===== config.mk =====
export PLATFORM = sky130hd
export DESIGN_NAME = scfm_test_unit
export DESIGN_NICKNAME = d
export VERILOG_FILES = /design/src/rtl/star_cross_frame_matcher_macros.svh /design/src/rtl/scfm_pkg.sv /design/src/rtl/scfm_test_unit.sv
export SDC_FILE = /design/constraint.sdc
export NUM_CORES = 2
export LEC_CHECK = 0
export BUFFER_PORTS_ARGS = -buffer_cell sky130_fd_sc_hd__buf_2
export CORE_AREA = 10 10 333 335
export CTS_CLUSTER_SIZE = 30
export DETAILED_ROUTE_END_ITERATION = 10
export DIE_AREA = 0 0 343 345
export MAX_ROUTING_LAYER = met4
export PLACE_DENSITY_LB_ADDON = 0.25
export SETUP_SLACK_MARGIN = 0.4
export SLEW_MARGIN = 20
export SYNTH_ARGS = -nofsm -noshare
export SYNTH_HDL_FRONTEND = slang
export SYNTH_SLANG_ARGS = --single-unit

===== constraint.sdc =====
create_clock -name clk -period 19 [get_ports clk]
set_input_delay 0.95 -clock clk [delete_from_list [all_inputs] [get_ports clk]]
set_output_delay 0.95 -clock clk [all_outputs]
set_load 0.01 [all_outputs]

===== src/rtl/star_cross_frame_matcher_macros.svh =====
// Assertion macros shared by the matcher RTL
`ifndef STAR_CROSS_FRAME_MATCHER_MACROS_SVH
`define STAR_CROSS_FRAME_MATCHER_MACROS_SVH
// Implication checked on every clock edge outside reset
`define SCFM_ASSERT_IMP(label, clk, rst_n, ante, cons, msg) \
    label: assert property (@(posedge clk) disable iff (!rst_n) (ante) |-> (cons)) \
        else $error(msg);
// Next-cycle implication checked outside reset
`define SCFM_ASSERT_NEXT(label, clk, rst_n, ante, cons, msg) \
    label: assert property (@(posedge clk) disable iff (!rst_n) (ante) |=> (cons)) \
        else $error(msg);
`endif


===== src/rtl/scfm_pkg.sv =====
// Package: shared types and codes of the star cross-frame matcher
package scfm_pkg;
    localparam int KIND_W = 2;
    localparam int FRAME_W = 3;
    localparam int COORD_W = 18;
    localparam int FLUX_W = 32;
    localparam int ELONG_W = 16;
    localparam int INDEX_W = 12;
    localparam int REFCNT_W = 13;
    localparam int FOUND_W = 16;
    localparam int CFG_IDX_W = 3;
    localparam int CFG_DATA_W = 18;

    localparam logic [KIND_W-1:0] KIND_CLEAR = 2'd0;
    localparam logic [KIND_W-1:0] KIND_LOAD  = 2'd1;
    localparam logic [KIND_W-1:0] KIND_QUERY = 2'd2;
    localparam logic [KIND_W-1:0] KIND_SPARE = 2'd3;

    localparam logic [CFG_IDX_W-1:0] REG_FRAMES  = 3'd0;
    localparam logic [CFG_IDX_W-1:0] REG_SEEING  = 3'd1;
    localparam logic [CFG_IDX_W-1:0] REG_RATIO   = 3'd2;
    localparam logic [CFG_IDX_W-1:0] REG_ELONG   = 3'd3;
    localparam logic [CFG_IDX_W-1:0] REG_LIMIT   = 3'd4;

    // One stored source entry
    typedef struct packed {
        logic [COORD_W-1:0] x;
        logic [COORD_W-1:0] y;
        logic [FLUX_W-1:0]  flux;
        logic [ELONG_W-1:0] elong;
    } src_t;

    // Query reference and limits held during a scan
    typedef struct packed {
        logic [COORD_W-1:0] x;
        logic [COORD_W-1:0] y;
        logic [FLUX_W-1:0]  flux;
        logic               elong_ok;
        logic [2*COORD_W-1:0] seeing2;
        logic [15:0]        ratio;
        logic [ELONG_W-1:0] elong_lim;
    } qry_t;

    // Verdict of the test unit for one stored entry
    typedef struct packed {
        logic                 pass;
        logic [2*COORD_W:0]   d2;
    } verdict_t;
endpackage


===== src/rtl/scfm_test_unit.sv =====
// Test unit: two-stage distance, flux and elongation check of one stored entry
module scfm_test_unit (
    input  logic                 clk,
    input  scfm_pkg::qry_t       qry,
    input  scfm_pkg::src_t       src,
    output scfm_pkg::verdict_t   verdict
);
    logic [scfm_pkg::COORD_W-1:0]     dx_reg, dy_reg;
    logic [scfm_pkg::FLUX_W+7:0]      fs256_reg, fr256_reg;
    logic [scfm_pkg::FLUX_W+15:0]     fsr_reg, frr_reg;
    logic                             el_ok_reg;
    logic [scfm_pkg::COORD_W-1:0]     dx_next, dy_next;
    logic [2*scfm_pkg::COORD_W:0]     d2;

    // Stage one: differences and flux products
    always_comb
    begin
        dx_next = (qry.x >= src.x) ? qry.x - src.x : src.x - qry.x;
        dy_next = (qry.y >= src.y) ? qry.y - src.y : src.y - qry.y;
    end

    always_ff @(posedge clk)
    begin
        dx_reg    <= dx_next;
        dy_reg    <= dy_next;
        fs256_reg <= {src.flux, 8'd0};
        fr256_reg <= {qry.flux, 8'd0};
        fsr_reg   <= src.flux * qry.ratio;
        frr_reg   <= qry.flux * qry.ratio;
        el_ok_reg <= qry.elong_ok && (src.elong < qry.elong_lim);
    end

    // Stage two: squares, sum and compares
    always_comb
    begin
        d2 = {1'b0, (2*scfm_pkg::COORD_W)'(dx_reg) * (2*scfm_pkg::COORD_W)'(dx_reg)}
             + {1'b0, (2*scfm_pkg::COORD_W)'(dy_reg) * (2*scfm_pkg::COORD_W)'(dy_reg)};
        verdict.d2 = d2;
        verdict.pass = (d2 < {1'b0, qry.seeing2}) && el_ok_reg
                       && ({8'd0, fs256_reg} < frr_reg) && (fsr_reg > {8'd0, fr256_reg});
    end
endmodule


# ---- Yosys cells after proc, flatten, opt, wreduce, memory -nomap -nowiden
# Index checks and enable logic that the tools add are counted.
dict set report word_totals {
  reg_bits 197
  in_bits 222
  output_inout_bits 38
  elab_cells 28
}
dict set report classes {
  n_addsub 5
  n_mul 4
  magnitude_cmp 6
  muxes 2
  reduce_logical 4
}
# op n
set ops {}
lappend ops {{$mul 32x16->48} 2}
lappend ops {{$mul 18x18->36} 2}
lappend ops {{$sub 18x18->18} 4}
lappend ops {{$gt 48x40->1} 1}
lappend ops {{$lt 40x48->1} 1}
lappend ops {{$add 36x36->37} 1}
lappend ops {{$lt 37x36->1} 1}
lappend ops {{$ge 18x18->1} 2}
lappend ops {{$mux 18} 2}
lappend ops {{$lt 16x16->1} 1}
lappend ops {{$logic_and 1x1->1} 4}

# ---- Longest topological paths before layout
dict set report depth {
  depth_word 6
  ltp_mapped 38
}

# ---- Worst setup path before layout
# OpenSTA, ideal clock, no wires.
dict set report synth_path {
  path_kind {register to output}
  from {register dx_reg[15] (netlist name)}
  to {output verdict[37] (netlist name)}
  t_arrival_ns 8.646
  t_required_ns 18.050
  setup_slack_ns 9.404
  path_stages_with_launch 35
  cell_sequence {dfxtp_1 clkbuf_1 clkbuf_1 nand2_1 fa_1 fa_1 inv_1 fa_1 inv_1 fa_1 fa_1 inv_1 fa_1 fa_1 inv_1 fa_1 inv_1 ha_1 a21o_1 a21o_1 a221oi_1 o21a_1 nor3_1 or3_1 a31oi_1 xnor2_1 ha_1 a21o_1 a21oi_1 o211a_1 o21ai_0 a21o_1 a31oi_1 o31ai_1 nor4b_2}
}
# element line_no
set synth_lines {}
lappend synth_lines {{start, declared} scfm_test_unit.sv:8} ;# logic [scfm_pkg::COORD_W-1:0] dx_reg, dy_reg;
lappend synth_lines {{start signal, assigned} scfm_test_unit.sv:24} ;# dx_reg <= dx_next;
lappend synth_lines {{end, declared} scfm_test_unit.sv:6} ;# output scfm_pkg::verdict_t verdict

==> summary.txt <==
Post-layout min period -> 10.93 ns
CP max FO -> 16
Via count -> 44785
Largest net degree at the start of global routing -> 65
Crit Path Category -> reg -> out
Full die area -> 0.118 sq mm
CP Capture Type -> output pin
Via count of the first global-routing pass -> 48719
H-tree depth -> 4
Clock Sinks -> 197
CTS tree -> done
Initial Utilization -> 0.576
Num ports -> 260
Asr flop ratio synth -> 0
Drt drc -> 0
TNS Setup -> 0 ns
Worst-Margin Slew -> 1.23 ns
GRT met1 Usage -> 0.335
Core footprint -> 0.104 sq mm
Detailed Place HPWL -> 132000 um
Ys Warns -> 0
Clock transition at the registers of the reported paths -> 0.08 ns
Final wirelength -> 164000 um
Place WS -> 8.61 ns
DRT antenna net count -> 0
Yosys top cell area share -> 0.446
Syn avg cell area -> 8.96 sq um
Largest cells by area after synthesis -> fa_1 45%, ha_1 13%, inv_1 10%, dfxtp_1 6.6%, nand2_1 6.4%
Gpl congestion -> 0.986
Period utilisation layout -> 0.575
Hold Violations, Final -> 0
Post-synth EDFFs -> 0
Post-DR vias/cell -> 5.50
Final Slew Violations -> 0
Iteration-0 DRC count of the detailed router -> 2688
First-pass GRT wire length -> 264000 um
Die width -> 343 um
Avg WL per Cell -> 20.1 um
Initial antenna violation count -> 19
Unique masters post-synth -> 78
# hold bufs at CTS -> 0
Post-Syn Instances -> 6708
# rows -> 119
Met3 track demand over resource -> 0.0359
Max frequency -> 91.5 MHz
GRT met2 Usage -> 0.505
Synthesized area -> 0.0601 sq mm
NumNets Final -> 8898
Hold_ws -> 0.784 ns
Worst EP arrival -> 9.98 ns
Pre-antenna DRT Iters -> 6
Setup ws final -> 8.07 ns
Busiest grt layer -> met2
Max clock buf depth -> 2
CTS buffer count -> 17
CP peak stage delay -> 0.76 ns
Sequential share of the synthesized area -> 0.0656
Max Cap Viol -> 0
Worst path most repeated cell -> fa_1
Worst hold-check path type -> in -> reg
Postcts setup bufs -> 0
Startpoint Class -> register
Post-CTS sizing -> 0
Non-filler cells in the finished layout -> 8142
Global route overflow -> 0
RSZ-0062 raised after global routing -> no
Post-synth top flop -> dfxtp_1
Share of layout cells above drive strength 1 -> 0.0506
Area Growth Syn to Fin -> 4.49%
Rel. slew slack -> 0.174
Post-Synthesis Net Count -> 8884
Critical path data required time -> 18.05 ns
PortBufs -> 259
Gr usage total -> 0.291
#FFs+latches synth -> 197
Setup violators final -> 0
CP max stage cell -> dfxtp_1
CTS root buf -> clkbuf_16
Yosys top cell by area -> fa_1
Placed instance count -> 8094
Outcome -> finished clean
Height of the die -> 345 um
[routing by layer]
metal | vias to the layer above | wire length, um | share of wire
met5 | - | 0 | 0
met4 | 0 | 9070 | 0.055
met3 | 390 | 9330 | 0.057
met2 | 1505 | 84100 | 0.51
met1 | 22862 | 61200 | 0.37
li1 | 20028 | - | -
[synthesized netlist by cell type (4+ instances only)]
library cell     n
a211o_1          6
a211oi_1        23
a21boi_0         5
a21o_1         151
a21oi_1        205
a221o_1          4
a221oi_1        13
a311oi_1         6
a31oi_1         25
a41oi_1          4
and2_1         396
and3_1          18
buf_2            8
buf_4            4
clkbuf_1       264
dfxtp_1        197
fa_1          1339
ha_1           615
inv_1         1677
mux2_2           9
mux2i_1         18
nand2_1       1025
nand2b_1        21
nand3_1         29
nand4_1         40
nor2_1         104
nor2b_1         38
nor3_1          16
nor4_1           8
nor4b_1          4
o2111ai_1        4
o211ai_1        13
o21a_1          29
o21ai_0         80
o21ai_1          7
o21bai_1        43
o31a_1           4
o31ai_1         13
or2_2            6
or3_1            5
or4_1            5
xnor2_1        121
xor2_1          44
[critical path, delay by kind of cell (launching register included)]
| family | cells | cell delay, ns |
|---|---|---|
| fa+ha+maj | 10 | 4.58 |
| compound gates | 12 | 2.14 |
| simple gates | 4 | 1.08 |
| flops | 1 | 0.76 |
| buf+inv | 6 | 0.76 |
| xor+xnor | 1 | 0.17 |
[layout by cell type (no fill, tap or decap), types with 16 or more instances in the layout]
master,count
o21bai_1,43
o21a_1,29
clkbuf_16,17
dfxtp_1,197
nor2_1,104
nor3_1,16
a31oi_1,25
nand2_1,1025
nand2b_1,21
nor2b_1,38
mux2i_1,18
xnor2_1,121
ha_1,615
a211oi_1,23
a21oi_1,205
fa_1,1339
nand3_1,29
buf_4,18
inv_1,1677
diode_2,16
and3_1,18
buf_2,256
o21ai_0,80
and2_1,396
xor2_1,44
a21o_1,151
nand4_1,40
[through the flow]
| step | utilization | area [sq um] |
|---|---|---|
| floorplan | - | 60100 |
| global placement | 0.595 | 62200 |
| detailed placement | 0.595 | 62200 |
| CTS | 0.601 | 62800 |
| global route | 0.601 | 62800 |
| finish | 0.602 | 62800 |
[logic make-up (layout without fill, tap and decap cells)]
kind of cell,count (synthesis),after routing,synth area share
compound gates,681,681,0.0756
xor+xnor,165,165,0.0240
fa+ha+maj,1954,1954,0.574
buf+inv,1956,1983,0.123
flops,197,197,0.0656
mux,28,28,0.00493
other cells,1,17,0.0000624
simple gates,1726,1726,0.133
[path summary, 6_finish.rpt]
path	start	to	slack, ns	cells after the start
min	src[17]	fs256_reg[9]$_DFF_P_	0.78	1
max	dx_reg[6]$_DFF_P_	verdict[37]	8.07	33
[layout make-up]
class	instances	area (sq um)
Multi-Input combinational cell	4555	48800
Clock inverter	15	175
Sequential cell	197	3940
Antenna cell	16	40.0
Timing Repair Buffer	274	1420
Fill cell	9133	41600
Inverter	1677	6290
Tap cell	1391	1740
Clock buffer	17	425
Power is not shown: default switching activity piles up to over one toggle a cycle in this logic, so the estimate is an artifact.
